==> config.mk <==
export PLATFORM = sky130hd
export DESIGN_NAME = dlr_datapath
export DESIGN_NICKNAME = d
export VERILOG_FILES = /design/src/dlr_pkg.sv /design/src/dlr_ram.sv /design/src/dlr_datapath.sv
export SDC_FILE = /design/constraint.sdc
export NUM_CORES = 2
export LEC_CHECK = 0
export ABC_CLOCK_PERIOD_IN_PS = 11080
export BUFFER_PORTS_ARGS = -buffer_cell sky130_fd_sc_hd__buf_2
export CAP_MARGIN = 20
export CORE_UTILIZATION = 45
export DETAILED_ROUTE_END_ITERATION = 10
export SLEW_MARGIN = 10
export SYNTH_ARGS = -nofsm -noshare
export SYNTH_HDL_FRONTEND = slang
export SYNTH_MEMORY_MAX_BITS = 65536
export SYNTH_SLANG_ARGS = --single-unit
==> constraint.sdc <==
create_clock -name clk_i -period 11.08 [get_ports clk_i]
set_input_delay 1.108 -clock clk_i [delete_from_list [all_inputs] [get_ports clk_i]]
set_output_delay 1.108 -clock clk_i [all_outputs]
set_load 0.05 [all_outputs]
==> src/dlr_pkg.sv <==
// ----------------------------------------------------------------------------
// dlr_pkg
// shared types and constants of the dense layer with relu
// ----------------------------------------------------------------------------
package dlr_pkg;

  // input item fields
  localparam int unsigned OP_W    = 2;
  localparam int unsigned IDX_W   = 4;
  localparam int unsigned VALUE_W = 16;
  localparam int unsigned ACT_W   = 15;

  // configuration port
  localparam int unsigned CFG_IDX_W  = 4;
  localparam int unsigned CFG_W      = 5;
  localparam logic [CFG_W-1:0] CFG_RESET = 5'd16;

  localparam logic [CFG_IDX_W-1:0] CFG_IDX_INPUTS  = 4'd0;
  localparam logic [CFG_IDX_W-1:0] CFG_IDX_OUTPUTS = 4'd1;

  // q8.8 saturation point of the activation
  localparam logic [ACT_W-1:0] ACT_MAX = 15'h7fff;

  typedef enum logic [OP_W-1:0] {
    OP_WEIGHT = 2'd0,
    OP_BIAS   = 2'd1,
    OP_INPUT  = 2'd2
  } op_e;

  typedef enum logic [1:0] {
    ST_IDLE,
    ST_MAC,
    ST_WAIT,
    ST_LOAD
  } state_e;

  // controller to datapath
  typedef struct packed {
    logic w_we;
    logic b_we;
    logic x_we;
    logic issue;
    logic first;
    logic lastc;
    logic load_out;
    logic last_row;
    logic clear_x;
  } cmd_t;

  // datapath to controller
  typedef struct packed {
    logic acc_done;
    logic out_free;
  } sts_t;

endpackage

==> src/dlr_ram.sv <==
// ----------------------------------------------------------------------------
// dlr_ram
// generic single write port ram with registered read
// ----------------------------------------------------------------------------
module dlr_ram #(
  parameter int unsigned WIDTH = 16,
  parameter int unsigned DEPTH = 16,
  localparam int unsigned AW = (DEPTH > 1) ? $clog2(DEPTH) : 1
) (
  input  logic             clk_i,
  input  logic             we_i,
  input  logic [AW-1:0]    waddr_i,
  input  logic [WIDTH-1:0] wdata_i,
  input  logic [AW-1:0]    raddr_i,
  output logic [WIDTH-1:0] rdata_o
);

  logic [WIDTH-1:0] mem_q [DEPTH];
  logic [WIDTH-1:0] rdata_q;

  always_ff @(posedge clk_i) begin
    if (we_i) begin
      mem_q[waddr_i] <= wdata_i;
    end
    rdata_q <= mem_q[raddr_i];
  end

  assign rdata_o = rdata_q;

endmodule

==> src/dlr_datapath.sv <==
// ----------------------------------------------------------------------------
// dlr_datapath
// weight, bias and input stores, mac pipeline, relu and output register
// ----------------------------------------------------------------------------
module dlr_datapath import dlr_pkg::*; #(
  parameter int unsigned MAX_INPUTS  = 16,
  parameter int unsigned MAX_OUTPUTS = 16,
  localparam int unsigned IW    = (MAX_INPUTS > 1) ? $clog2(MAX_INPUTS) : 1,
  localparam int unsigned OW    = (MAX_OUTPUTS > 1) ? $clog2(MAX_OUTPUTS) : 1,
  localparam int unsigned WD    = MAX_INPUTS * MAX_OUTPUTS,
  localparam int unsigned AW    = (WD > 1) ? $clog2(WD) : 1,
  localparam int unsigned ACC_W = 2 * VALUE_W + $clog2(MAX_INPUTS) + 1
) (
  input  logic               clk_i,
  input  logic               rst_ni,
  input  cmd_t               cmd_i,
  output sts_t               sts_o,
  input  logic [OW-1:0]      r_i,
  input  logic [IW-1:0]      c_i,
  input  logic [IDX_W-1:0]   row_i,
  input  logic [IDX_W-1:0]   col_i,
  input  logic [VALUE_W-1:0] value_i,
  input  logic               out_ready_i,
  output logic               out_valid_o,
  output logic [IDX_W-1:0]   neuron_o,
  output logic [ACT_W-1:0]   activation_o,
  output logic               last_result_o
);

  logic [AW-1:0]      w_waddr, w_raddr;
  logic [VALUE_W-1:0] w_rdata, b_rdata, x_rdata;
  logic [MAX_INPUTS-1:0] x_vld_q;

  logic               s1_vld_q, s1_first_q, s1_last_q, s1_xvld_q;
  logic               s2_vld_q, s2_first_q, s2_last_q;
  logic signed [2*VALUE_W-1:0] prod_q;
  logic [VALUE_W-1:0] bias_q;
  logic signed [ACC_W-1:0] acc_q, acc_d, acc_base;
  logic               acc_done_q;
  logic [VALUE_W-1:0] x_op;

  logic               out_vld_q;
  logic [IDX_W-1:0]   neuron_q;
  logic [ACT_W-1:0]   act_q, act_d;
  logic               last_q;

  assign w_waddr = AW'(32'(row_i) * MAX_INPUTS + 32'(col_i));
  assign w_raddr = AW'(32'(r_i) * MAX_INPUTS + 32'(c_i));

  dlr_ram #(.WIDTH(VALUE_W), .DEPTH(WD)) u_weight_ram (
    .clk_i   (clk_i),
    .we_i    (cmd_i.w_we),
    .waddr_i (w_waddr),
    .wdata_i (value_i),
    .raddr_i (w_raddr),
    .rdata_o (w_rdata)
  );

  dlr_ram #(.WIDTH(VALUE_W), .DEPTH(MAX_OUTPUTS)) u_bias_ram (
    .clk_i   (clk_i),
    .we_i    (cmd_i.b_we),
    .waddr_i (OW'(row_i)),
    .wdata_i (value_i),
    .raddr_i (r_i),
    .rdata_o (b_rdata)
  );

  dlr_ram #(.WIDTH(VALUE_W), .DEPTH(MAX_INPUTS)) u_input_ram (
    .clk_i   (clk_i),
    .we_i    (cmd_i.x_we),
    .waddr_i (IW'(col_i)),
    .wdata_i (value_i),
    .raddr_i (c_i),
    .rdata_o (x_rdata)
  );

  // an input entry not written since the last vector reads as zero
  always_ff @(posedge clk_i or negedge rst_ni) begin
    if (!rst_ni) begin
      x_vld_q <= '0;
    end else if (cmd_i.clear_x) begin
      x_vld_q <= '0;
    end else if (cmd_i.x_we) begin
      x_vld_q[IW'(col_i)] <= 1'b1;
    end
  end

  // pipeline control
  always_ff @(posedge clk_i or negedge rst_ni) begin
    if (!rst_ni) begin
      s1_vld_q   <= 1'b0;
      s2_vld_q   <= 1'b0;
      acc_done_q <= 1'b0;
    end else begin
      s1_vld_q   <= cmd_i.issue;
      s2_vld_q   <= s1_vld_q;
      acc_done_q <= s2_vld_q && s2_last_q;
    end
  end

  assign x_op = s1_xvld_q ? x_rdata : '0;

  always_ff @(posedge clk_i) begin
    s1_first_q <= cmd_i.first;
    s1_last_q  <= cmd_i.lastc;
    s1_xvld_q  <= x_vld_q[c_i];
    s2_first_q <= s1_first_q;
    s2_last_q  <= s1_last_q;
    prod_q     <= $signed(w_rdata) * $signed(x_op);
    bias_q     <= b_rdata;
    if (s2_vld_q) begin
      acc_q <= acc_d;
    end
  end

  // bias aligned to q16.16 seeds the sum of each row
  assign acc_base = s2_first_q ? ACC_W'(signed'({bias_q, 8'h00})) : acc_q;
  assign acc_d    = acc_base + ACC_W'(prod_q);

  always_comb begin
    if (acc_q[ACC_W-1] || (acc_q == '0)) begin
      act_d = '0;
    end else if (|acc_q[ACC_W-2:ACT_W+8]) begin
      act_d = ACT_MAX;
    end else begin
      act_d = acc_q[ACT_W+7:8];
    end
  end

  // output register
  always_ff @(posedge clk_i or negedge rst_ni) begin
    if (!rst_ni) begin
      out_vld_q <= 1'b0;
    end else if (cmd_i.load_out) begin
      out_vld_q <= 1'b1;
    end else if (out_ready_i) begin
      out_vld_q <= 1'b0;
    end
  end

  always_ff @(posedge clk_i) begin
    if (cmd_i.load_out) begin
      neuron_q <= IDX_W'(r_i);
      act_q    <= act_d;
      last_q   <= cmd_i.last_row;
    end
  end

  assign sts_o.acc_done = acc_done_q;
  assign sts_o.out_free = !out_vld_q || out_ready_i;

  assign out_valid_o   = out_vld_q;
  assign neuron_o      = neuron_q;
  assign activation_o  = act_q;
  assign last_result_o = last_q;

endmodule

* Word-level counts from Yosys, hierarchy flattened
Memories as Yosys holds them, arrays and structs flattened. A register that Yosys moved wholly into a read port is not among the register bits. Index checks and enable logic that the tools add are counted. W data, S select, Z words.
Storage, ports and cells: register bits 130, memory bits (writable) 4608, output and inout port bits 23, memories 3
Operators by class: add/sub/neg operators 3, multiply operators 1, $lt $le $gt $ge 3, mux-type cells 17, bitwise operators 1, reductions and logical operators 9
Memories:
- u_weight_ram.mem_q | words 256, width 16, read ports 1, clocked after memory_dff 1, wr ports 1, RTL line dlr_ram.sv:18 | logic [WIDTH-1:0] mem_q [DEPTH];
- u_bias_ram.mem_q | words 16, width 16, read ports 1, clocked after memory_dff 1, wr ports 1, RTL line dlr_ram.sv:18
- u_input_ram.mem_q | words 16, width 16, read ports 1, clocked after memory_dff 1, wr ports 1, RTL line dlr_ram.sv:18
Operators with widths (number):
- $mux W16 | 3
- $add A37 B32 Y37 | 1
- $logic_not A37 Y1 | 1
- $mux W37 | 1
- $mul A16 B16 Y32 | 1
- $add A8 B4 Y8 | 2
- $or A16 B16 Y16 | 1
- $mux W15 | 1
- $reduce_or A13 Y1 | 1
- $lt A4 B5 Y1 const B | 2
- $mux W1 | 10
- $bmux W1 S4 | 1
- $demux W1 S4 | 1
- $ge A4 B1 Y1 const B | 1
- $reduce_bool A2 Y1 | 2
- $logic_and A1 B1 Y1 | 2
- $logic_or A1 B1 Y1 | 2
- $logic_not A1 Y1 | 1

* Longest topological paths before layout
word-level depth 7, mapped depth 26, mapped depth without buffers 23

* Cells and area by module
From an unflattened synthesis, not the netlist that was laid out.
Unflattened totals: cell total of the unflattened synthesis 9951, area, all modules 195157.2 µm²
By module, submodules not included:
- dlr_ram (u_weight_ram) | times used 1, cells an instance 7360, area each 158714.7 µm², seq. area each 123318.3 µm²
- dlr_ram (u_bias_ram ...) | times used 2, cells an instance 432, area each 10043.4 µm², seq. area each 8007.7 µm²
- dlr_datapath | times used 1, cells an instance 1727, area each 16355.7 µm², seq. area each 3273.1 µm²

* Least setup slack after synthesis
No wires, ideal clock.
kind reg2reg, start register s1_xvld_q, end register prod_q[31], library setup time 118 ps, data arrival time 6381 ps, required time 10962 ps, setup slack 4581 ps, cell stages (with the launch flop) 25, buffers on the path 2, path through dfxtp_1 > and2_1 > clkbuf_1 > clkbuf_1 > nand2_1 > fa_1 > inv_1 > fa_1 > inv_1 > fa_1 > inv_1 > fa_1 > fa_1 > inv_1 > fa_1 > inv_1 > ha_1 > a211oi_1 > nand2_1 > a2111oi_0 > o311ai_0 > a221o_1 > a211o_1 > o31a_1 > xnor2_1
Between the ends: cells in the longest elaborated chain, start to end 2
Ends and longest elaborated chain:
- start, declared | RTL line dlr_datapath.sv:34 | logic s1_vld_q, s1_first_q, s1_last_q, s1_xvld_q;
- start signal, assigned | RTL line dlr_datapath.sv:106 | s1_xvld_q <= x_vld_q[c_i];
- $mux W16 | RTL line dlr_datapath.sv:101 | assign x_op = s1_xvld_q ? x_rdata : '0;
- $mul A16 B16 Y32 | RTL line dlr_datapath.sv:109 | prod_q <= $signed(w_rdata) * $signed(x_op);
- end signal, assigned | RTL line dlr_datapath.sv:109
- end, declared | RTL line dlr_datapath.sv:36 | logic signed [2*VALUE_W-1:0] prod_q;
Every way passes these cells. A chain may end at the register's enable or synchronous reset.

* Worst setup path in the final report
Same ends and word-level chain as after synthesis.

==> impl_metrics.ini <==
[final_layout]
fin_nets = 9461
area_growth_pct = 13.1
final_cell_mix = edfxtp_1 (4,665), mux4_2 (1,522), clkbuf_16 (482)
drive_gt1_frac = 0.294
layout_commonest_cell = edfxtp_1
design_area_um2 = 217000

[place]
io_buffers = 66
dp_hpwl_um = 279000
gp_congestion = 0.814
pre_cts_slack_ns = 3.08
dpl_cell_area_um2 = 202000

[hold_path]
worstHoldPathType = input port to async pin

[setup_path]
critPathArrivalTime_ns = 8.84
crit_fanout = 92
startpoint_type = flop
path_class = flop to flop
required_ns = 11.98
cp-end-kind = flop

[sta]
worstMarginPinSlew_ns = 1.38
fin_crit_ns = 7.94
tns_ns = 0
fin_crit_sh = 0.717
finalMaxSlewViolations = 0
slew_headroom = 0.0809
rsz0062_at_grt = no
finClkSkew_ns = 0.0668
hold_slack_ns = 0.138
setup_slack_ns = 3.14
final-hold-violation-count = 0
fmax_mhz = 126
setup_viol = 0

[clock_network]
root_buffer = clkbuf_16
clock_latency_ns = 1.05
h-tree-depth = 5
post-cts-setup-buffer-count = 0
cts_tree = done
clk_pin_slew_ns = 0.06
clock_path_buffers = 4
clock_sinks = 4786
cts_inserted_buffers = 475
postCtsHoldBufs = 0
cts_resized = 0

[detailed_routing]
vias_per_cell = 5.93
first_iter_violations = 10600
route.vias.total = 89600
routed_wl_um = 470000
firstDrtPassIters = 5
route.detailed.drc = 0
wl_per_cell_um = 31.1
ant_nets = 0

[logic_synthesis]
ys_ff_latch = 4786
synthArstFlopShare = 0.00418
synth.distinct_cells = 59
synth-edff-count = 4665
syn_area_um2 = 192000
ys_warn_count = 0
synth_nets = 8971
synth-main-ff-cell = edfxtp_1
syn_area_per_cell_um2 = 22.5
syn_inst = 8546
yosysSeqAreaShare = 0.742

[power_and_ir_drop]
p_total_mw = 41.2
p_switching_mw = 9.86
p_comb_frac = 0.115
cellPowerDensity_nw_per_um2 = 189
seqPwrFrac = 0.496
clkPwrFrac = 0.389
p_int_mw = 31.3
p_sw_frac = 0.239
p_leak_nw = 70.2
vdd_ir_drop_max_v = 0.000151

[global_routing]
grt_pass1_wl_um = 674000
grt_max_degree = 181
grt_overflow = 0
track_usage = 0.217
grt_pass1_vias = 90800
antenna_found_initial = 39

[floorplan]
start_util = 0.453
core_um2 = 425000
row_count = 239
dieArea_um2 = 430000
ios = 67
die_w_um = 656
die_h_um = 656

[job]
cap_violations = 0

[run_status]
status = finished, final reports clean
==> cells in the mapped netlist (all sizes together), types with 5 or more instances <==
master  count  area share
nand2     166      0.0032
a211oi     10     0.00039
a21o       28      0.0011
edfxtp   4665        0.73
fa        263       0.027
nand2b     13     0.00042
mux2       15     0.00088
dfrtp      20      0.0026
nor4        8     0.00026
dfxtp     101       0.011
mux4     1522        0.18
o211ai      5     0.00020
nor2      388      0.0076
xnor2      47      0.0021
and3      132      0.0043
nor2b      19     0.00062
nand3      34     0.00088
or2         7     0.00023
xor2       18     0.00082
buf       146      0.0036
clkbuf    301      0.0059
o21ai      41      0.0011
inv       323      0.0063
nand4      11     0.00036
and2       14     0.00046
o21a       11     0.00043
ha        118      0.0077
a21oi      53      0.0014
nor3       14     0.00036
==> power groups by stage <==
stage / Clock, mW / Combinational, mW / Sequential, mW
6_report: 16.0 / 4.75 / 20.4
2_1_floorplan: 0 / 3.19 / 20.7
5_1_grt: 16.9 / 5.22 / 20.4
3_3_place_gp: 0 / 4.72 / 20.8
4_1_cts: 16.3 / 4.81 / 20.4
3_5_place_dp: 0 / 4.80 / 20.8
==> flip-flops by register name, indices dropped and copies added (netlist names) <==
name	cells
neuron_o	4
out_valid_o	1
s1_xvld_q	1
u_weight_ram.mem_q	4096
prod_q	32
s1_first_q	1
s1_vld_q	1
s2_first_q	1
x_vld_q	16
u_weight_ram.rdata_o	16
acc_done_q	1
u_bias_ram.mem_q	256
activation_o	15
s2_vld_q	1
last_result_o	1
s2_last_q	1
s1_last_q	1
u_input_ram.rdata_o	16
acc_q	37
u_input_ram.mem_q	256
u_bias_ram.rdata_o	16
bias_q	16
==> stage by stage <==
step / util / instances
final: 0.512 / 15100
after detailed placement: 0.475 / 14200
after global routing: 0.512 / 15100
after global placement: 0.474 / 14200
after CTS: 0.512 / 15100
after floorplan: - / 8546
==> cell type report <==
cell class / instances / area, um^2
fill: 32900 / 207000
sequential: 4786 / 143000
multi-input combinational: 2990 / 46900
clock buffer: 604 / 12600
tap: 5663 / 7090
timing repair buffer: 460 / 4060
clock inverter: 283 / 2890
inverter: 323 / 1210
antenna: 15 / 37.5
==> critical path, stage by stage (launching register included) <==
cell and delay, ns:
dfxtp_4 0.59, buf_4 0.64, and2_1 0.46, nand2_1 0.14, fa_1 0.54, fa_1 0.51, fa_1 0.52, inv_1 0.06
fa_1 0.49, fa_1 0.50, inv_1 0.05, fa_1 0.47, inv_1 0.04, ha_1 0.34, a211oi_1 0.22, nand2_1 0.12
a2111oi_0 0.53, o311ai_0 0.38, a221o_1 0.45, a211o_1 0.30, o31a_1 0.26, xnor2_1 0.13
==> per-layer routing <==
| metal | track usage | vias up | routed length [um] |
|---|---|---|---|
| met4 | 0.0536 | 2 | 12200 |
| met2 | 0.342 | 3561 | 225000 |
| met1 | 0.320 | 49100 | 200000 |
| li1 | - | 36400 | - |
| met5 | 0 | - | 13 |
| met3 | 0.0335 | 584 | 33900 |
==> final timing paths <==
check	slack, ns	cells past startpoint	start	endpoint
worst min register to register	0.33	0	u_bias_ram.rdata_o[14]$_DFF_P_	bias_q[14]$_DFF_P_
worst min-delay path	0.14	1	rst_ni	x_vld_q[12]$_DFFE_PN0P_
worst max register to register	3.14	21	s1_xvld_q$_DFF_P_	prod_q[31]$_DFF_P_
max in group asynchronous	10.50	1	rst_ni	x_vld_q[1]$_DFFE_PN0P_
min in group clk_i	0.20	1	cmd_i[4]	s1_first_q$_DFF_P_
worst max-delay path	3.14	21	s1_xvld_q$_DFF_P_	prod_q[31]$_DFF_P_
==> cell families (layout without fill, tap and decap cells) <==
group	after synthesis	count (layout)	synth area share
simple gates	819	819	0.0192
xor+xnor	65	65	0.00296
fa+ha+maj	381	381	0.0351
buf+inv	770	1670	0.0157
flops	4786	4786	0.742
other cells	0	15	0
compound gates	184	184	0.00610
mux	1541	1541	0.179
Power figures use the tool's default switching activity.
