`src/dlr_pkg.sv`:
```
// ----------------------------------------------------------------------------
// dlr_pkg
// shared types and constants of the dense layer with relu
// ----------------------------------------------------------------------------
package dlr_pkg;

  // input item fields
  localparam int unsigned OP_W    = 2;
  localparam int unsigned IDX_W   = 4;
  localparam int unsigned VALUE_W = 16;
  localparam int unsigned ACT_W   = 15;

  // configuration port
  localparam int unsigned CFG_IDX_W  = 4;
  localparam int unsigned CFG_W      = 5;
  localparam logic [CFG_W-1:0] CFG_RESET = 5'd16;

  localparam logic [CFG_IDX_W-1:0] CFG_IDX_INPUTS  = 4'd0;
  localparam logic [CFG_IDX_W-1:0] CFG_IDX_OUTPUTS = 4'd1;

  // q8.8 saturation point of the activation
  localparam logic [ACT_W-1:0] ACT_MAX = 15'h7fff;

  typedef enum logic [OP_W-1:0] {
    OP_WEIGHT = 2'd0,
    OP_BIAS   = 2'd1,
    OP_INPUT  = 2'd2
  } op_e;

  typedef enum logic [1:0] {
    ST_IDLE,
    ST_MAC,
    ST_WAIT,
    ST_LOAD
  } state_e;

  // controller to datapath
  typedef struct packed {
    logic w_we;
    logic b_we;
    logic x_we;
    logic issue;
    logic first;
    logic lastc;
    logic load_out;
    logic last_row;
    logic clear_x;
  } cmd_t;

  // datapath to controller
  typedef struct packed {
    logic acc_done;
    logic out_free;
  } sts_t;

endpackage

```
`src/dlr_ctrl.sv`:
```
// ----------------------------------------------------------------------------
// dlr_ctrl
// item decode, configuration registers and the row/column sequencer
// ----------------------------------------------------------------------------
module dlr_ctrl import dlr_pkg::*; #(
  parameter int unsigned MAX_INPUTS  = 16,
  parameter int unsigned MAX_OUTPUTS = 16,
  localparam int unsigned IW = (MAX_INPUTS > 1) ? $clog2(MAX_INPUTS) : 1,
  localparam int unsigned OW = (MAX_OUTPUTS > 1) ? $clog2(MAX_OUTPUTS) : 1
) (
  input  logic                 clk_i,
  input  logic                 rst_ni,
  input  logic                 in_valid_i,
  output logic                 in_ready_o,
  input  logic [OP_W-1:0]      op_i,
  input  logic [IDX_W-1:0]     row_i,
  input  logic [IDX_W-1:0]     col_i,
  input  logic                 last_element_i,
  input  logic                 cfg_valid_i,
  input  logic [CFG_IDX_W-1:0] cfg_index_i,
  input  logic [CFG_W-1:0]     cfg_data_i,
  input  sts_t                 sts_i,
  output cmd_t                 cmd_o,
  output logic [OW-1:0]        r_o,
  output logic [IW-1:0]        c_o
);

  state_e           state_q, state_d;
  logic [OW-1:0]    r_q, r_d;
  logic [IW-1:0]    c_q, c_d;
  logic [CFG_W-1:0] n_in_q, n_out_q;
  logic [IW-1:0]    in_last;
  logic [OW-1:0]    out_last;
  logic             row_ok, col_ok;

  // configuration, to be written by the user only while idle; the block does not enforce this
  always_ff @(posedge clk_i or negedge rst_ni) begin
    if (!rst_ni) begin
      n_in_q  <= CFG_RESET;
      n_out_q <= CFG_RESET;
    end else if (cfg_valid_i) begin
      unique case (cfg_index_i)
        CFG_IDX_INPUTS:  n_in_q  <= cfg_data_i;
        CFG_IDX_OUTPUTS: n_out_q <= cfg_data_i;
        default: ;
      endcase
    end
  end

  // counts clamped to 1..store size, kept as last index
  always_comb begin
    if (n_in_q == '0) begin
      in_last = '0;
    end else if (32'(n_in_q) > MAX_INPUTS) begin
      in_last = IW'(MAX_INPUTS - 1);
    end else begin
      in_last = IW'(n_in_q - 5'd1);
    end
    if (n_out_q == '0) begin
      out_last = '0;
    end else if (32'(n_out_q) > MAX_OUTPUTS) begin
      out_last = OW'(MAX_OUTPUTS - 1);
    end else begin
      out_last = OW'(n_out_q - 5'd1);
    end
  end

  assign row_ok = 32'(row_i) < MAX_OUTPUTS;
  assign col_ok = 32'(col_i) < MAX_INPUTS;

  always_ff @(posedge clk_i or negedge rst_ni) begin
    if (!rst_ni) begin
      state_q <= ST_IDLE;
      r_q     <= '0;
      c_q     <= '0;
    end else begin
      state_q <= state_d;
      r_q     <= r_d;
      c_q     <= c_d;
    end
  end

  always_comb begin
    state_d    = state_q;
    r_d        = r_q;
    c_d        = c_q;
    cmd_o      = '0;
    in_ready_o = 1'b0;
    unique case (state_q)
      ST_IDLE: begin
        in_ready_o = 1'b1;
        // ready is always high here, valid alone marks a transfer
        if (in_valid_i) begin
          unique case (op_i)
            OP_WEIGHT: cmd_o.w_we = row_ok && col_ok;
            OP_BIAS:   cmd_o.b_we = row_ok;
            OP_INPUT: begin
              cmd_o.x_we = col_ok;
              if (last_element_i) begin
                r_d     = '0;
                c_d     = '0;
                state_d = ST_MAC;
              end
            end
            default: ;
          endcase
        end
      end
      ST_MAC: begin
        cmd_o.issue = 1'b1;
        cmd_o.first = (c_q == '0);
        cmd_o.lastc = (c_q == in_last);
        if (c_q == in_last) begin
          state_d = ST_WAIT;
        end else begin
          c_d = c_q + 1'b1;
        end
      end
      ST_WAIT: begin
        if (sts_i.acc_done) begin
          state_d = ST_LOAD;
        end
      end
      ST_LOAD: begin
        if (sts_i.out_free) begin
          cmd_o.load_out = 1'b1;
          cmd_o.last_row = (r_q == out_last);
          if (r_q == out_last) begin
            cmd_o.clear_x = 1'b1;
            state_d       = ST_IDLE;
          end else begin
            r_d     = r_q + 1'b1;
            c_d     = '0;
            state_d = ST_MAC;
          end
        end
      end
      default: state_d = ST_IDLE;
    endcase
  end

  assign r_o = r_q;
  assign c_o = c_q;

endmodule

```
`config.mk`:
```
export PLATFORM = sky130hd
export DESIGN_NAME = dlr_ctrl
export DESIGN_NICKNAME = d
export VERILOG_FILES = /design/src/dlr_pkg.sv /design/src/dlr_ctrl.sv
export SDC_FILE = /design/constraint.sdc
export NUM_CORES = 1
export LEC_CHECK = 0
export BUFFER_PORTS_ARGS = -buffer_cell sky130_fd_sc_hd__buf_2
export CAP_MARGIN = 20
export CORE_ASPECT_RATIO = 1.75
export CORE_MARGIN = 2
export CORE_UTILIZATION = 55
export CTS_CLUSTER_SIZE = 10
export DETAILED_ROUTE_END_ITERATION = 10
export PLACE_DENSITY = 0.91
export SYNTH_ARGS = -nofsm -noshare
export SYNTH_HDL_FRONTEND = slang
export SYNTH_SLANG_ARGS = --single-unit
export TNS_END_PERCENT = 1
```
`constraint.sdc`:
```
create_clock -name clk_i -period 5.4 [get_ports clk_i]
set_input_delay 1.35 -clock clk_i [delete_from_list [all_inputs] [get_ports clk_i]]
set_output_delay 1.35 -clock clk_i [all_outputs]
set_load 0.005 [all_outputs]
```
# Yosys cells after proc, flatten, opt, wreduce, memory -nomap -nowiden
# Cells that the tools add are included.
totals:
  latch_bits: 0
  in_bits: 26
  n_memories: 0
  word_cells: 72
  output_inout_bits: 18
  romBits: 0
  ff_bits: 20
  mem_bits_rw: 0
op_classes:
  n_div: 0
  muxes: 32
  n_shift: 0
  reduce_logical: 13
  n_mul: 0
  eq_ne: 16
  add_sub_neg: 4
  bitwise_logic: 0
  n_lt_le_gt_ge: 2
ops:
  columns: ["op", "count"]
  rows:
  - ["4-bit 2-to-1 mux", 12]
  - ["3-bit 2-to-1 mux", 5]
  - ["2-bit inequality test (second input constant)", 7]
  - ["2-bit 2-to-1 mux", 6]
  - ["4-bit one-hot mux with 3 select lines", 1]
  - ["6-bit AND reduction", 2]
  - ["5-bit greater-than comparator (second input constant)", 2]
  - ["5-bit logical NOT", 2]
  - ["4-bit by 1-bit adder with 4-bit output (second input constant)", 2]
  - ["4-bit equality test", 2]
  - ["4-bit logical NOT", 2]
  - ["2-bit one-hot mux with 4 select lines", 1]
  - ["4-bit one-hot mux with 2 select lines", 1]
  - ["4-bit by 1-bit subtractor with 4-bit output (second input constant)", 2]
  - ["7-bit AND reduction", 1]
  - ["2-bit equality test (second input constant)", 3]
  - ["1-bit 2-to-1 mux", 6]
  - ["2-bit by 1-bit equality test with 1-bit output (second input constant)", 2]
  - ["4-bit by 1-bit equality test with 1-bit output (second input constant)", 1]
  - ["2-bit logical NOT", 2]
  - ["2-bit AND reduction", 2]
  - ["3-bit nonzero test", 1]
  - ["2-bit by 1-bit inequality test with 1-bit output (second input constant)", 1]
  - ["2-bit nonzero test", 1]

# Logic depth before layout (Yosys ltp)
# Gate-level depths: netlist of the first run.
logic_depth:
  depth_word: 7
  depth_mapped: 10
  mapped_depth_nobuf: 9

# Worst setup path before layout of the first run
# OpenSTA, ideal clock, no wires.
synth_timing:
  path_kind: "flip-flop to output port"
  start: "register n_in_q[0]"
  end: "output port cmd_o[3] (netlist name)"
  slack_ns: 1.926
  n_path_buf: 1
  arrival_time_ns: 2.124
  t_required_ns: 4.050
  path_stages_with_launch: 9
  cell_sequence: "dfrtp_1 > inv_1 > ha_1 > and3b_1 > or4_1 > a32oi_1 > or4b_1 > buf_2 > nor2_1"
synth_lines:
  columns: ["item", "line", "text"]
  rows:
  - ["from (decl)", "dlr_ctrl.sv:31", "logic [CFG_W-1:0] n_in_q, n_out_q;"]
  - ["from (signal assigned)", "dlr_ctrl.sv:43", "CFG_IDX_INPUTS: n_in_q <= cfg_data_i;"]
  - ["to (decl)", "dlr_ctrl.sv:23", "output cmd_t cmd_o,"]

==> flow_metrics.tcl, run 1 <==
set metrics [dict create \
    status "finished, final reports clean" \
    die_y_um 72.6 \
    yosys.area.top_type "dfrtp_1" \
    crit_cells 8 \
    cts_setup_buffers 0 \
    crit_type "flip-flop to primary output" \
    finalNonFillerCells 225 \
    overflow 0 \
    grt_max_degree 21 \
    h-tree-depth 1 \
    crit_required_ns 4.05 \
    worst-path-buf-inv 2 \
    fin_util_pct 69.1 \
    rr_startpoint "n_in_q[0]" \
    dr.pass1.iters 4 \
    timing.fmax_ghz 0.247 \
    clk_latency_ns 0.26 \
    p_leak_nw 0.835 \
    vias 1375 \
    r2r-end "c_o[3]" \
    antenna_found_initial 0 \
    cts_inserted_buffers 3 \
    ant_nets 0 \
    grt_pass1_vias 1422 \
    skew_ns 0.00540 \
    r2r_cells 9 \
    grt_use_total_pct 25.1 \
    slowest_stage "or4b_1" \
    rows 24 \
    cp_max_fo 7 \
    grt_setup_unrepaired "false" \
    hold_path.class "flip-flop to flip-flop" \
    io_pins 44 \
    root_buffer "clkbuf_8" \
    wl_um 3580 \
    netlist_area_mm2 0.00148 \
    startpoint "n_in_q[0]" \
    max-vdd-ir-drop_mv 0.292 \
    ys_warn_count 0 \
    nets 236 \
    start_util_pct 58.6 \
    path_delay_family "simple AND/OR/NAND/NOR gates" \
    synth-seq-cells 20 \
    clk_path_buf_depth 2 \
    start_kind "flip-flop" \
    fp.dieW_um 43.2 \
    cts_resized 0 \
    syn_avg_cell_area_um2 9.07 \
    max_cap_violations 0 \
    synth_commonest_cells "18 x dfrtp_1, 16 x nand2_1, 14 x inv_1, 10 x ha_1, 10 x o21ai_0" \
    cp.arrival_ns 2.70 \
    synth_edf_count 0 \
    cts_tree "built" \
    vias_per_cell 6.11 \
    postSynth.asyncResetShare_pct 100 \
    cp_cell_sequence "inv_1 -> ha_1 -> nor3b_1 -> xnor2_1 -> a221oi_1 -> or4b_1 -> nor2_1 -> buf_2" \
    antenna_cells 0 \
    hpwl_um 2790 \
    globalplace.congestion 0.793 \
    cp-endpoint "cmd_o[3]" \
    yosysTopAreaCellShare_pct 30.5 \
    slowest_delay_ns 0.70 \
    fin_tns_setup_ns 0 \
    remaining_drc_errors 0 \
    yosysSeqAreaShare_pct 34.0 \
    worstMarginPinSlew_ns 0.693 \
    syn_to_final_growth_pct 17.9 \
    synth-main-ff-cell "dfrtp_1" \
    slew_viol_final 0 \
    fin_crit_sh_pct 75.0 \
    synth.most_common_cell "dfrtp_1" \
    r2r_slack_ns 2.49 \
    drive_gt1_share_pct 25.6 \
    final_hold_viol_count 0 \
    slew_headroom_pct 53.5 \
    grt_first_pass_wirelength_um 6090 \
    cp-end-kind "primary output" \
    powerDensity_mw_per_mm2 487 \
    synth.area.top_cells "dfrtp_1 30%, ha_1 8.5%, mux2_2 6.1%, nand2_1 4.1%, dfstp_2 3.6%" \
    fin_crit_ns 4.05 \
    core_area_mm2 0.00252 \
    port_buffers 35 \
    dpl.cell_count 220 \
    synth_cells 163 \
    drtIter0Drc 28 \
    clk_pin_slew_ns 0.08 \
    hold_buffers 0 \
    setup_viol 0 \
    die_area_mm2 0.00314 \
    wl_per_cell_um 15.9 \
    synthesis.nets 199 \
    ys_types 46 \
    clock_sinks 20 \
]
==> worst min-delay path by stage <==
stage	endpoint	slack, ns	startpoint	cells past startpoint
floorplan	n_out_q[1]	0.53	n_out_q[1]	1
global placement	c_o[2]	0.55	c_o[2]	1
detailed placement	c_o[2]	0.57	c_o[2]	1
CTS	c_o[2]	0.60	c_o[2]	1
global route	n_out_q[1]	0.63	n_out_q[1]	1
finish	n_out_q[1]	0.61	n_out_q[1]	1
==> worst reg2reg max path, delay by kind of cell, from the launching register on <==
kind	cells	cell delay, ns
flops	1	0.41
buf+inv	1	0.17
compound gates	2	0.39
simple gates	4	1.25
fa+ha+maj	2	0.61
==> sequential cells by signal (all words and copies together) (netlist names) <==
name / flops
c_o: 4
n_in_q: 5
n_out_q: 5
r_o: 4
state_q: 2
==> cell families after synthesis <==
logic type | count (synthesis) | share of synthesized area [%]
flip-flops | 20 | 34.0
AND/OR/NAND/NOR | 59 | 21.7
multiplexers | 10 | 7.45
AO/OA/AOI/OAI | 38 | 18.4
buffers and inverters | 18 | 4.91
adder cells (fa/ha/maj) | 13 | 10.5
XOR/XNOR | 5 | 2.96
==> layout by cell type (no fill, tap or decap), types with 6 or more instances in the layout <==
cell type / n
dfrtp_1: 18
nor2_1: 7
nand2_1: 16
inv_1: 14
o21ai_0: 10
ha_1: 10
buf_2: 35
nor3_1: 6
mux2_2: 8
==> routing by layer <==
| layer | track usage [%] | part of all wire [%] | vias up |
|---|---|---|---|
| met5 | 0 | 0 | - |
| met4 | 8.75 | 2.0 | 0 |
| met3 | 3.22 | 2.9 | 9 |
| met2 | 48.6 | 57 | 44 |
| met1 | 26.5 | 38 | 657 |
| li1 | - | - | 665 |
==> where the power goes <==
part / switching (mW) / internal [mW] / leakage, nW / total [mW]
clock network: 0.0512 / 0.0990 / 0.0357 / 0.150
logic: 0.246 / 0.192 / 0.550 / 0.438
registers: 0.0637 / 0.197 / 0.250 / 0.260
==> per-stage QoR <==
step	total power [mW]	hold WS, ns	worst slack [ns]	area [µm²]
4_1_cts	0.843	0.602	1.36	1740
5_1_grt	0.915	0.632	1.15	1740
6_report	0.848	0.606	1.35	1740
2_1_floorplan	0.565	0.528	1.93	1480
3_5_place_dp	0.692	0.572	1.66	1670
3_3_place_gp	0.657	0.553	1.69	1670
==> area by class of cell <==
class / count / area, µm²
Tap cell: 26 / 32.5
Multi-Input combinational cell: 125 / 903
Inverter: 14 / 52.6
Timing Repair Buffer: 36 / 180
Clock buffer: 3 / 41.3
Sequential cell: 20 / 503
Fill cell: 202 / 779
Clock inverter: 1 / 30.0
No activity file was read; power rests on OpenSTA's default activity.
==> inputs of run 2 (changes only) <==
CORE_UTILIZATION = 51   (was 55)
PLACE_DENSITY = 0.86   (was 0.91)
clock period = 3.8 ns   (was 5.4 ns; I/O delays follow)
==> flow_metrics.tcl, run 2 (same netlist as run 1, synthesis figures left out) <==
set metrics [dict create \
    biggestRegsByFlops "n_in_q (5), n_out_q (5)" \
    hold_buffers 0 \
    die_area_mm2 0.00336 \
    wl_um 3200 \
    fillCellCount 237 \
    hold_slack_ns 0.586 \
    grt_use_total_pct 21.5 \
    syn_to_final_growth_pct 17.8 \
    grt_first_pass_wirelength_um 5510 \
    rows 25 \
    vias_per_cell 5.99 \
    grt_max_degree 21 \
    port_buffers 35 \
    globalplace.congestion 0.853 \
    holdPathStages 1 \
    antenna_found_initial 0 \
    cts_setup_buffers 0 \
    hpwl_um 2510 \
    clk_pin_slew_ns 0.07 \
    clk_path_buf_depth 2 \
    root_buffer "clkbuf_8" \
    cp.arrival_ns 2.62 \
    r2r_slack_ns 0.99 \
    status "finished, final reports clean" \
    nets 237 \
    powerDensity_mw_per_mm2 655 \
    max-vdd-ir-drop_mv 0.415 \
    start_util_pct 54.3 \
    ant_nets 0 \
    core_area_mm2 0.00272 \
    drtIter0Drc 23 \
    cp_max_fo 7 \
    layout_commonest_cell "buf_2" \
    min_from "n_out_q[1]" \
    rr_startpoint "n_in_q[0]" \
    clock_sinks 20 \
    dr.pass1.iters 4 \
    cts_inserted_buffers 3 \
    antenna_cells 0 \
    slew_viol_final 0 \
    h-tree-depth 1 \
    fin_tns_setup_ns 0 \
    clk_latency_ns 0.26 \
    start_kind "flip-flop" \
    cp-end-kind "primary output" \
    wl_per_cell_um 14.1 \
    crit_required_ns 2.85 \
    setup_slack_ns 0.228 \
    hold_path.class "flip-flop to flip-flop" \
    dpl.cell_count 223 \
    drive_gt1_share_pct 26.5 \
    vias 1359 \
    fp.dieW_um 44.7 \
    min_to "n_out_q[1]" \
    dp_slack_ns 0.412 \
    max_cap_violations 0 \
    cts_resized 0 \
    fin_util_pct 64.0 \
    fin_crit_sh_pct 94.0 \
    grt_setup_unrepaired "false" \
    worstMarginPinSlew_ns 0.649 \
    grt_pass1_vias 1314 \
    finalNonFillerCells 227 \
    io_pins 44 \
    r2r_cells 9 \
    r2r-end "c_o[3]" \
    timing.fmax_ghz 0.280 \
    die_y_um 75.2 \
    remaining_drc_errors 0 \
    final_cell_mix "35 x buf_2, 18 x dfrtp_1, 16 x nand2_1, 14 x inv_1" \
    skew_ns 0.00195 \
    slew_headroom_pct 56.4 \
    crit_type "flip-flop to primary output" \
    final_hold_viol_count 0 \
    fin_crit_ns 3.57 \
    overflow 0 \
    p_leak_nw 0.836 \
    cts_tree "built" \
    setup_viol 0 \
]
## run 2: changes by cell type in the layout (fill, tap and decap cells not counted)
| cell | previous run | this run |
|---|---|---|
| buf_4 | 0 | 2 |
| bufinv_16 | 1 | 0 |
| clkbuf_2 | 1 | 0 |
| clkbuf_8 | 3 | 4 |
| or4b_1 | 1 | 0 |
| or4b_4 | 0 | 1 |
## run 2: worst max-delay path, stage by stage, from the launching register on
cell and delay (ns):
dfrtp_1 0.38, inv_1 0.11, ha_1 0.28, and3b_1 0.20, or4_1 0.46, a32oi_1 0.16
or4b_4 0.54, nor2_1 0.11, buf_2 0.11
## run 2: area by class of cell
type | instances | area (µm²) | area share, %
Tap cell | 27 | 33.8 | 1.94
Timing Repair Buffer | 37 | 190 | 10.9
Multi-Input combinational cell | 125 | 907 | 52.1
Inverter | 14 | 52.6 | 3.02
Clock buffer | 4 | 55.1 | 3.16
Sequential cell | 20 | 503 | 28.9
## run 2: how the worst max path moves through the flow
stage	from	to	slack, ns	cells after the start
final	n_in_q[0]	cmd_o[3]	0.23	8
after global routing	n_in_q[0]	cmd_o[3]	0.01	8
after CTS	n_in_q[0]	cmd_o[3]	0.12	8
after detailed placement	n_in_q[0]	cmd_o[3]	0.41	8
after global placement	n_in_q[0]	cmd_o[3]	0.47	8
after floorplan	n_in_q[0]	cmd_o[3]	0.73	8
## run 2: per-stage QoR
step	power [mW]	cell area, µm²
5_1_grt	1.24	1740
3_3_place_gp	0.958	1680
2_1_floorplan	0.802	1480
4_1_cts	1.14	1740
6_report	1.14	1740
3_5_place_dp	0.974	1680
## run 2: per-layer routing
metal	global-route usage (%)	wire length, µm
met3	0.719	114
met2	42.7	1830
met1	23.2	1210
met4	7.07	44
met5	0	0
## run 2: power by group
group,total (mW),internal [mW],switching (mW)
Clock,0.163,0.0923,0.0702
Sequential,0.367,0.279,0.0875
Combinational,0.610,0.279,0.332
Total,1.14,0.651,0.490
